**config.mk**
```make
export PLATFORM = sky130hd
export DESIGN_NAME = two_class_priority_queue_core
export DESIGN_NICKNAME = d
export VERILOG_FILES = /design/src/sv/tcpq_pkg.sv /design/src/sv/two_class_priority_queue_core.sv /design/src/sv/tcpq_ctrl.sv /design/src/sv/tcpq_dp.sv
export SDC_FILE = /design/constraint.sdc
export NUM_CORES = 2
export LEC_CHECK = 0
export ABC_AREA = 0
export ABC_CLOCK_PERIOD_IN_PS = 6900
export BUFFER_PORTS_ARGS = -buffer_cell sky130_fd_sc_hd__buf_4
export CORE_MARGIN = 3
export CORE_UTILIZATION = 64
export DETAILED_ROUTE_END_ITERATION = 7
export GPL_TIMING_DRIVEN = 0
export PLACE_DENSITY = 0.81
export SETUP_SLACK_MARGIN = 0.1
export SLEW_MARGIN = 20
export SYNTH_ARGS = -nofsm -noshare
export SYNTH_HDL_FRONTEND = slang
export SYNTH_SLANG_ARGS = --single-unit
```
**constraint.sdc**
```tcl
create_clock -name i_clk -period 6.9 [get_ports i_clk]
set_input_delay 0.345 -clock i_clk [delete_from_list [all_inputs] [get_ports i_clk]]
set_output_delay 0.345 -clock i_clk [all_outputs]
set_load 0.02 [all_outputs]
```
**src/sv/tcpq_pkg.sv**
```systemverilog
// Shared constants, codes and control types for the two-class priority queue.
// No dependencies; every other file refers to it by scoped names.
package tcpq_pkg;

    localparam int CAPACITY  = 16;
    localparam int IDX_W     = $clog2(CAPACITY);
    localparam int CNT_W     = $clog2(CAPACITY + 1);
    localparam int DATA_W    = 32;
    localparam int KIND_W    = 2;
    localparam int STATUS_W  = 2;
    localparam int OCC_W     = 5;

    localparam logic signed [DATA_W-1:0] THRESH_RESET = 32'sd60;

    localparam logic [KIND_W-1:0] KIND_PUSH     = 2'd0;
    localparam logic [KIND_W-1:0] KIND_PRI_PUSH = 2'd1;
    localparam logic [KIND_W-1:0] KIND_POP      = 2'd2;

    localparam logic [STATUS_W-1:0] STATUS_DONE  = 2'd0;
    localparam logic [STATUS_W-1:0] STATUS_EMPTY = 2'd1;
    localparam logic [STATUS_W-1:0] STATUS_FULL  = 2'd2;

    typedef struct packed {
        logic capture;
        logic commit;
    } t_cmd;

    typedef struct packed {
        logic out_hold;
    } t_sts;

endpackage

```
**src/sv/two_class_priority_queue_core.sv**
```systemverilog
// Two-class priority queue core: an input transfer is captured into the operand registers, then
// executed across all cells at once into the output register; a new item is accepted only after
// the previous one has executed, and execution waits while the held result is stalled.
// Reset (synchronous, active low) empties the queue and sets the threshold to 60.
// Depends on tcpq_pkg, tcpq_ctrl and tcpq_dp.
module two_class_priority_queue_core (
    input  logic                                   i_clk,
    input  logic                                   i_rst_n,
    input  logic                                   i_in_valid,
    output logic                                   o_in_stall,
    input  logic [tcpq_pkg::KIND_W-1:0]            i_kind,
    input  logic signed [tcpq_pkg::DATA_W-1:0]     i_value,
    output logic                                   o_out_valid,
    input  logic                                   i_out_stall,
    output logic signed [tcpq_pkg::DATA_W-1:0]     o_popped_value,
    output logic [tcpq_pkg::STATUS_W-1:0]          o_status,
    output logic [tcpq_pkg::OCC_W-1:0]             o_occupancy,
    input  logic                                   i_cfg_wr_en,
    input  logic signed [tcpq_pkg::DATA_W-1:0]     i_cfg_wr_data
);

    tcpq_pkg::t_cmd cmd;
    tcpq_pkg::t_sts sts;

    tcpq_ctrl u_ctrl (
        .i_clk      (i_clk),
        .i_rst_n    (i_rst_n),
        .i_in_valid (i_in_valid),
        .o_in_stall (o_in_stall),
        .i_sts      (sts),
        .o_cmd      (cmd)
    );

    tcpq_dp u_dp (
        .i_clk          (i_clk),
        .i_rst_n        (i_rst_n),
        .i_cmd          (cmd),
        .o_sts          (sts),
        .i_kind         (i_kind),
        .i_value        (i_value),
        .i_cfg_wr_en    (i_cfg_wr_en),
        .i_cfg_wr_data  (i_cfg_wr_data),
        .o_out_valid    (o_out_valid),
        .i_out_stall    (i_out_stall),
        .o_popped_value (o_popped_value),
        .o_status       (o_status),
        .o_occupancy    (o_occupancy)
    );

`ifndef SYNTHESIS
    a_stall_after_transfer: assert property (@(posedge i_clk) disable iff (!i_rst_n)
        (i_in_valid && !o_in_stall) |=> o_in_stall)
        else $error("input not stalled after transfer");

    a_result_follows: assert property (@(posedge i_clk) disable iff (!i_rst_n)
        (i_in_valid && !o_in_stall) |=> ##1 o_out_valid)
        else $error("no result after execute");

    a_full_occupancy: assert property (@(posedge i_clk) disable iff (!i_rst_n)
        (o_out_valid && o_status == tcpq_pkg::STATUS_FULL)
            |-> (o_occupancy == tcpq_pkg::OCC_W'(tcpq_pkg::CAPACITY)))
        else $error("full status with wrong occupancy");

    a_empty_result: assert property (@(posedge i_clk) disable iff (!i_rst_n)
        (o_out_valid && o_status == tcpq_pkg::STATUS_EMPTY)
            |-> (o_occupancy == '0 && o_popped_value == '0))
        else $error("empty status with nonzero result");
`endif

endmodule

```
**src/sv/tcpq_ctrl.sv**
```systemverilog
// Controller for the two-class priority queue: input handshake and sequencing.
// Depends on tcpq_pkg for the command and status types.
module tcpq_ctrl (
    input  logic          i_clk,
    input  logic          i_rst_n,
    input  logic          i_in_valid,
    output logic          o_in_stall,
    input  tcpq_pkg::t_sts i_sts,
    output tcpq_pkg::t_cmd o_cmd
);

    typedef enum logic {
        S_IDLE,
        S_EXEC
    } t_state;

    t_state r_state;
    t_state n_state;
    logic   r_in_stall;

    always_comb begin
        n_state          = r_state;
        o_cmd.capture    = 1'b0;
        o_cmd.commit     = 1'b0;
        case (r_state)
            S_IDLE: begin
                if (i_in_valid) begin
                    o_cmd.capture = 1'b1;
                    n_state       = S_EXEC;
                end
            end
            S_EXEC: begin
                if (!i_sts.out_hold) begin
                    o_cmd.commit = 1'b1;
                    n_state      = S_IDLE;
                end
            end
            default: begin
                n_state = S_IDLE;
            end
        endcase
    end

    always_ff @(posedge i_clk) begin
        if (!i_rst_n) begin
            r_state    <= S_IDLE;
            r_in_stall <= 1'b0;
        end else begin
            r_state    <= n_state;
            r_in_stall <= (n_state != S_IDLE);
        end
    end

    assign o_in_stall = r_in_stall;

endmodule

```
**src/sv/tcpq_dp.sv**
```systemverilog
// Datapath for the two-class priority queue: threshold register, shift-register
// entry cells with per-cell compares, and the output register. Depends on tcpq_pkg.
module tcpq_dp (
    input  logic                                   i_clk,
    input  logic                                   i_rst_n,
    input  tcpq_pkg::t_cmd                         i_cmd,
    output tcpq_pkg::t_sts                         o_sts,
    input  logic [tcpq_pkg::KIND_W-1:0]            i_kind,
    input  logic signed [tcpq_pkg::DATA_W-1:0]     i_value,
    input  logic                                   i_cfg_wr_en,
    input  logic signed [tcpq_pkg::DATA_W-1:0]     i_cfg_wr_data,
    output logic                                   o_out_valid,
    input  logic                                   i_out_stall,
    output logic signed [tcpq_pkg::DATA_W-1:0]     o_popped_value,
    output logic [tcpq_pkg::STATUS_W-1:0]          o_status,
    output logic [tcpq_pkg::OCC_W-1:0]             o_occupancy
);

    logic [tcpq_pkg::KIND_W-1:0]           r_kind;
    logic signed [tcpq_pkg::DATA_W-1:0]    r_value;
    logic signed [tcpq_pkg::DATA_W-1:0]    r_thresh;
    logic signed [tcpq_pkg::DATA_W-1:0]    r_store [tcpq_pkg::CAPACITY];
    logic signed [tcpq_pkg::DATA_W-1:0]    n_store [tcpq_pkg::CAPACITY];
    logic [tcpq_pkg::CNT_W-1:0]            r_count;
    logic [tcpq_pkg::CNT_W-1:0]            n_count;
    logic                                  r_out_valid;
    logic signed [tcpq_pkg::DATA_W-1:0]    r_popped;
    logic signed [tcpq_pkg::DATA_W-1:0]    n_popped;
    logic [tcpq_pkg::STATUS_W-1:0]         r_status;
    logic [tcpq_pkg::STATUS_W-1:0]         n_status;
    logic [tcpq_pkg::OCC_W-1:0]            r_occ;
    logic [31:0]                           cnt_ext;

    logic [tcpq_pkg::CAPACITY-1:0] cell_pri;
    logic [tcpq_pkg::CAPACITY:0]   run_pre;
    logic                          is_full;
    logic                          is_empty;
    logic                          val_pri;
    logic [tcpq_pkg::IDX_W-1:0]    tail_idx;

    assign is_full  = (r_count == tcpq_pkg::CNT_W'(tcpq_pkg::CAPACITY));
    assign is_empty = (r_count == '0);
    assign val_pri  = (r_value >= r_thresh);
    assign tail_idx = r_count[tcpq_pkg::IDX_W-1:0];

    // Per-cell priority flag and prefix of the leading priority run.
    assign run_pre[0] = 1'b1;
    for (genvar g = 0; g < tcpq_pkg::CAPACITY; g++) begin : g_cell
        assign cell_pri[g]  = (tcpq_pkg::CNT_W'(g) < r_count) && (r_store[g] >= r_thresh);
        assign run_pre[g+1] = run_pre[g] & cell_pri[g];
    end

    always_comb begin
        for (int i = 0; i < tcpq_pkg::CAPACITY; i++) begin
            n_store[i] = r_store[i];
        end
        n_count  = r_count;
        n_popped = '0;
        n_status = tcpq_pkg::STATUS_DONE;
        case (r_kind)
            tcpq_pkg::KIND_PUSH, tcpq_pkg::KIND_PRI_PUSH: begin
                if (is_full) begin
                    n_status = tcpq_pkg::STATUS_FULL;
                end else if (r_kind == tcpq_pkg::KIND_PRI_PUSH && val_pri) begin
                    for (int i = 0; i < tcpq_pkg::CAPACITY; i++) begin
                        if (run_pre[i] && !cell_pri[i]) begin
                            n_store[i] = r_value;
                        end else if (!run_pre[i] && i > 0) begin
                            n_store[i] = r_store[i-1];
                        end
                    end
                    n_count = r_count + 1'b1;
                end else begin
                    n_store[tail_idx] = r_value;
                    n_count           = r_count + 1'b1;
                end
            end
            tcpq_pkg::KIND_POP: begin
                if (is_empty) begin
                    n_status = tcpq_pkg::STATUS_EMPTY;
                end else begin
                    n_popped = r_store[0];
                    for (int i = 0; i < tcpq_pkg::CAPACITY - 1; i++) begin
                        n_store[i] = r_store[i+1];
                    end
                    n_count = r_count - 1'b1;
                end
            end
            default: begin
                n_status = tcpq_pkg::STATUS_DONE;
            end
        endcase
    end

    assign cnt_ext = 32'(n_count);

    always_ff @(posedge i_clk) begin
        if (!i_rst_n) begin
            r_thresh    <= tcpq_pkg::THRESH_RESET;
            r_count     <= '0;
            r_out_valid <= 1'b0;
        end else begin
            if (i_cfg_wr_en) begin
                r_thresh <= i_cfg_wr_data;
            end
            if (i_cmd.commit) begin
                r_count     <= n_count;
                r_out_valid <= 1'b1;
            end else if (r_out_valid && !i_out_stall) begin
                r_out_valid <= 1'b0;
            end
        end
    end

    always_ff @(posedge i_clk) begin
        if (i_cmd.capture) begin
            r_kind  <= i_kind;
            r_value <= i_value;
        end
        if (i_cmd.commit) begin
            for (int i = 0; i < tcpq_pkg::CAPACITY; i++) begin
                r_store[i] <= n_store[i];
            end
            r_popped <= n_popped;
            r_status <= n_status;
            r_occ    <= cnt_ext[tcpq_pkg::OCC_W-1:0];
        end
    end

    assign o_sts.out_hold = r_out_valid && i_out_stall;
    assign o_out_valid    = r_out_valid;
    assign o_popped_value = r_popped;
    assign o_status       = r_status;
    assign o_occupancy    = r_occ;

endmodule

```
**Word-level counts from Yosys, hierarchy flattened**

Memory sizes are Yosys's and may differ from the RTL's.
Cells that the tools add are included.

- RAM bits: 512
- Memories: 1
- Flip-flop bits (word level): 112
- Output and inout bits: 41

- Eq/ne operators: 3
- $lt $le $gt $ge: 35
- Add/sub/neg operators: 2
- Bitwise gates (word level): 17
- Reduce and logical (&&, ||, !) cells: 56
- Multiplexer cells: 55

Memories:

| memory | words | width | read ports | clocked after memory_dff | wr ports | RTL line | source |
|---|---|---|---|---|---|---|---|
| u_dp.r_store | 16 | 32 | 16 | 0 | 16 | tcpq_dp.sv:22 | `logic signed [tcpq_pkg::DATA_W-1:0] r_store [tcpq_pkg::CAPACITY];` |

Operators by type and width:

| kind | number |
|---|---|
| $mux 32 | 33 |
| $mux 512 | 2 |
| $pmux 480 s2 | 1 |
| $ge 32x32->1 | 17 |
| $bwmux 512 | 1 |
| $mux 480 | 1 |
| $demux 32 s4 | 1 |
| $lt 4x5->1 const A | 8 |
| $logic_and 1x1->1 | 35 |
| $lt 3x5->1 const A | 4 |
| $logic_not 1->1 | 16 |
| $and 1x1->1 | 14 |
| $lt 1x5->1 const A | 2 |
| $lt 2x5->1 const A | 2 |
| $mux 1 | 10 |
| $mux 5 | 2 |
| $pmux 5 s2 | 1 |
| $add 5x1->5 const B | 1 |
| $eq 5x5->1 const B | 1 |
| $ge 5x5->1 const B | 1 |
| $logic_not 5->1 | 1 |
| $lt 5x1->1 const B | 1 |
| $not 4->5 | 1 |
| $sub 5x1->5 const B | 1 |
| other kinds (9) | 11 |

**Logic depth before layout (Yosys ltp)**

An unclocked memory read counts as a cell.

- Depth after elaboration: 22
- Depth in mapped cells: 17
- Depth with buffers taken out: 12

**Cells and area by module**

From an unflattened synthesis, not the netlist that was laid out.

- Cells, all modules: 4153
- Area total of the unflattened synthesis: 42704.7 µm²

Modules (own cells, without submodules):

| module | instances | area an instance (µm²) | cells an instance |
|---|---|---|---|
| tcpq_dp | 1 | 42658.4 | 4148 |
| tcpq_ctrl | 1 | 46.3 | 5 |

**Worst setup path before layout**

OpenSTA, ideal clock, no wires.

- Path type: register to register
- Start: reg, netlist name u_dp.r_thresh[23]
- End: mem u_dp.r_store[10][0] (netlist bit) (enable)
- Stages on the path, launching flop included: 15
- Data arrival time: 5867 ps
- Setup time: 475 ps
- Slack: 559 ps
- Cell sequence: dfxtp_1 inv_1 ha_1 a2111oi_0 o21ai_1 o22ai_1 mux2_2 o31ai_1 a211oi_4 nand3_2 or4_1 buf_6 clkbuf_1 nor2_1 a221oi_1

RTL lines:

| item | RTL line |
|---|---|
| end: declaration | tcpq_dp.sv:22 |

==> impl_metrics.csv <==
group,metric,value,unit
status,run_status,"complete, no violations",
synthesis,syn_area,41920,um^2
setup_path,critPathRequiredTime,7.23,ns
synthesis,synth-adder-area-share,0.1638,
synthesis,synth_nets,4559,
cts,hold_buffers,58,
synthesis,ys.flop_type,"edfxtp_1",
finish,layout-drive-gt1-share,0.08378,
timing,finalCritPeriodShare,0.9473,
detailed_routing,wl_per_cell,30.21,um
worst_hold_path,hp-class,"in2reg",
pwr,p_leak,17.75,nW
cts,cts.path.max_buffers,3,
cts,clock_latency,0.64,ns
setup_path,worstSetupEndpointType,"flop",
synthesis,synth_compound_area_frac,0.2336,
global_routing,grt_max_degree,21,
setup_path,crit_family,"buffers and inverters",
setup_path,slowest_delay,0.67,ns
cts,postCtsResizedCells,0,
detailed_routing,vias,37502,
setup_path,critPathLaunchType,"flop",
setup_path,crit_slowest_cell,"inv_1",
place,place_congestion,1.021,
finish,diodes,0,
setup_path,crit_top_cell,"clkbuf_1",
floorplanning,die_h,261.9,um
timing,setup_viol,0,
synthesis,synthSimpleGateAreaFrac,0.1167,
detailed_routing,dr.first_iter.drc_count,4926,
global_routing,grt_first_pass_wirelength,225700,um
cts,cts_buffers,72,
timing,period_minus_slack,6.536,ns
cts,clk_pin_slew,0.06,ns
setup_path,worstSetupPathType,"reg2reg",
finish,final_common_cell,"edfxtp_1",
pwr,comb_power_share,0.173,
floorplanning,coreArea,64580,um^2
timing,tightest_slew,1.219,ns
floorplanning,dieArea,68610,um^2
cts,root_buffer,"clkbuf_16",
pwr,power,10.02,mW
detailed_routing,avgViaCountPerCell,7.313,
synthesis,netlist_top_cells_area,"edfxtp_1 42%, ha_1 16%, a221o_1 4.7%",
timing,maxSlewHeadroom,0.1873,
synthesis,yosysSeqAreaShare,0.4376,
pwr,p_int,7.104,mW
pwr,p_clk_frac,0.386,
synthesis,yosys.area.top_type,"edfxtp_1",
synthesis,synth_edf_count,585,
timing,fmax,153.0,MHz
timing,drv_slew,0,
synthesis,synth.area.mux_share,0.01015,
synthesis,ys_types,83,
global_routing,busiest_layer,"met2",
setup_path,startpoint,"u_dp.r_thresh[31]",
synthesis,yosys_warnings,0,
floorplanning,fp-row-count,93,
synthesis,synth-xor-area-share,0.001045,
setup_path,path_depth,14,
worst_hold_path,hold_depth,3,
global_routing,antenna_found_initial,2,
setup_path,r2r_end,"u_dp.r_store[5][20]",
job,maxCapViolCount,0,
setup_path,reg2reg_setup_slack,0.36,ns
synthesis,synth.top_cell.area_share,0.4190,
setup_path,r2r_start,"u_dp.r_thresh[31]",
timing,hold_viol_final,0,
detailed_routing,drtAntennaViolNets,0,
finish,synthToLayoutAreaGrowth,13.19,%
place,hpwl,120900,um
detailed_routing,dr.pass1.iters,6,
synthesis,async_reset_ff_frac,0,
global_routing,grtUsageMet1,0.5729,
cts,cts_tree,"yes",
timing,holdWs,0.01148,ns
synthesis,synth-seq-cells,624,
global_routing,grt_pass1_vias,36818,
floorplanning,start_util,0.6492,
cts,clock-sinks,624,
setup_path,worstSetupEndpoint,"u_dp.r_store[5][20]",
pwr,p_sw,2.921,mW
floorplanning,ios,112,
setup_path,cp_max_fo,17,
timing,finClkSkew,0.02738,ns
pwr,ir_drop,0.2639,mV
setup_path,cp.arrival,6.87,ns
floorplanning,die_width,261.9,um
place,dp.cells,4937,
setup_path,reg2regPathDepth,14,
global_routing,grt-ovfl-total,0,
detailed_routing,routed_wl,154900,um
pwr,powerDensity,211.3,nW/um^2
synthesis,synth_top_family_by_area,"compound AO/OA/AOI/OAI gates",
finish,layout_common_cells,"585 x edfxtp_1, 549 x ha_1, 370 x nand2_1",
synthesis,netlist_instances,3939,
pwr,p_seq_frac,0.441,
detailed_routing,drc,0,
finish,stdcell_count,5128,
cts,h-tree-depth,3,
synthesis,avgSynthCellArea,10.64,um^2
finish,num-nets-final,4834,
cts,postCtsSetupBuffers,0,
setup_path,crit_buf_inv,5,
global_routing,grt_usage,0.4441,
global_routing,use_met2,0.6924,
place,port_buffers,109,
global_routing,grt_use_met3,0.09704,
setup_path,crit_chain,"inv_1, ha_1, nand4_1, nor4_1, nand3_1, o21ai_0, or4_1, and3_1, clkbuf_1, clkbuf_1, clkbuf_2, nor2_4, a21oi_4, buf_16",
timing,rsz0062_at_grt,"false",
pwr,swShare,0.2914,
[per-stage QoR]
stage	util	setup WS, ns	instance area, um^2	setup TNS [ns]
2_1_floorplan	-	0.5587	41920	0
3_5_place_dp	0.6899	0.3492	44550	0
5_1_grt	0.7348	0.2196	47450	0
3_3_place_gp	0.6784	-2.486	43810	-992.72
6_report	0.7348	0.3638	47450	0
4_1_cts	0.7347	0.3159	47450	0
[worst register-to-register path, stage by stage, from the launching register on]
cell and delay (ns):
dfxtp_1 0.32, inv_1 0.67, ha_1 0.40, nand4_1 0.24, nor4_1 0.66, nand3_1 0.23, o21ai_0 0.30, or4_1 0.25
and3_1 0.17, clkbuf_1 0.54, clkbuf_1 0.68, clkbuf_2 0.61, nor2_4 0.28, a21oi_4 0.65, buf_16 0.23
[registers in the layout, summed over array words and instances (netlist names)]
register             cells
u_ctrl.r_state           1
u_dp.r_thresh           32
u_dp.o_popped_value     32
u_dp.r_kind              2
u_dp.r_store           512
u_dp.r_value            32
u_dp.r_count             5
u_dp.o_out_valid         1
u_dp.o_occupancy         5
u_dp.o_status            2
[worst min-delay path by stage]
stage | startpoint | end | slack [ns]
after floorplan | i_kind[0] | u_dp.r_kind[0] | 0.44
after global placement | u_dp.r_thresh[28] | u_dp.r_thresh[28] | 0.50
after detailed placement | u_dp.r_thresh[28] | u_dp.r_thresh[28] | 0.50
after CTS | i_cfg_wr_data[17] | u_dp.r_thresh[17] | 0.009
after global routing | i_cfg_wr_data[15] | u_dp.r_thresh[15] | 0.02
final | i_cfg_wr_data[15] | u_dp.r_thresh[15] | 0.01
[layout make-up]
cell class                 count  area [um^2]
multi-input combinational   2924        22310
sequential                   624        18350
fill                        4481        17130
clock buffer                  88         1903
timing repair buffer         201         1851
tap                          855         1070
buffer                       253         1041
inverter                     138        518.0
clock inverter                45        409.1
[logic make-up after synthesis]
logic type / count (synthesis)
AOI/OAI and AO/OA: 1296
and+or+nand+nor: 1032
DFF: 624
adders and majority gates: 549
buffers and inverters: 391
muxes: 42
xor gates and xnor gates: 5
[synthesized netlist by cell type (all sizes together) (6+ instances only)]
cell	instances
a21o	65
a211oi	26
nor2	220
or2	7
nor4	19
and3	8
inv	138
or3	9
and2	100
edfxtp	585
mux2i	38
buf	32
a22o	65
o2111ai	7
a221o	196
a32oi	33
o221ai	103
ha	549
nand4	89
o21ai	206
nor3	65
nand2b	18
nor2b	50
o22ai	39
o31ai	6
or4	8
a221oi	12
a211o	34
dfxtp	39
a2111oi	8
a22oi	133
a21oi	188
a31oi	23
o21a	23
nand3	55
clkbuf	221
nand2	370
o211ai	83
[power by group through the flow]
stage | combinational [mW] | sequential (mW) | clock, mW
CTS | 1.66 | 4.41 | 3.83
global route | 1.85 | 4.42 | 3.98
global placement | 1.52 | 4.50 | 0
detailed placement | 1.61 | 4.48 | 0
floorplan | 1.00 | 4.47 | 0
finish | 1.74 | 4.42 | 3.87
[layer usage]
metal	wire (um)	part of all wire	vias to the layer above
met2	68840	0.44	2684
met3	18560	0.12	466
li1	-	-	16275
met1	57690	0.37	18077
met4	9804	0.063	0
met5	0	0	-
(Power assumes the default switching activity.)
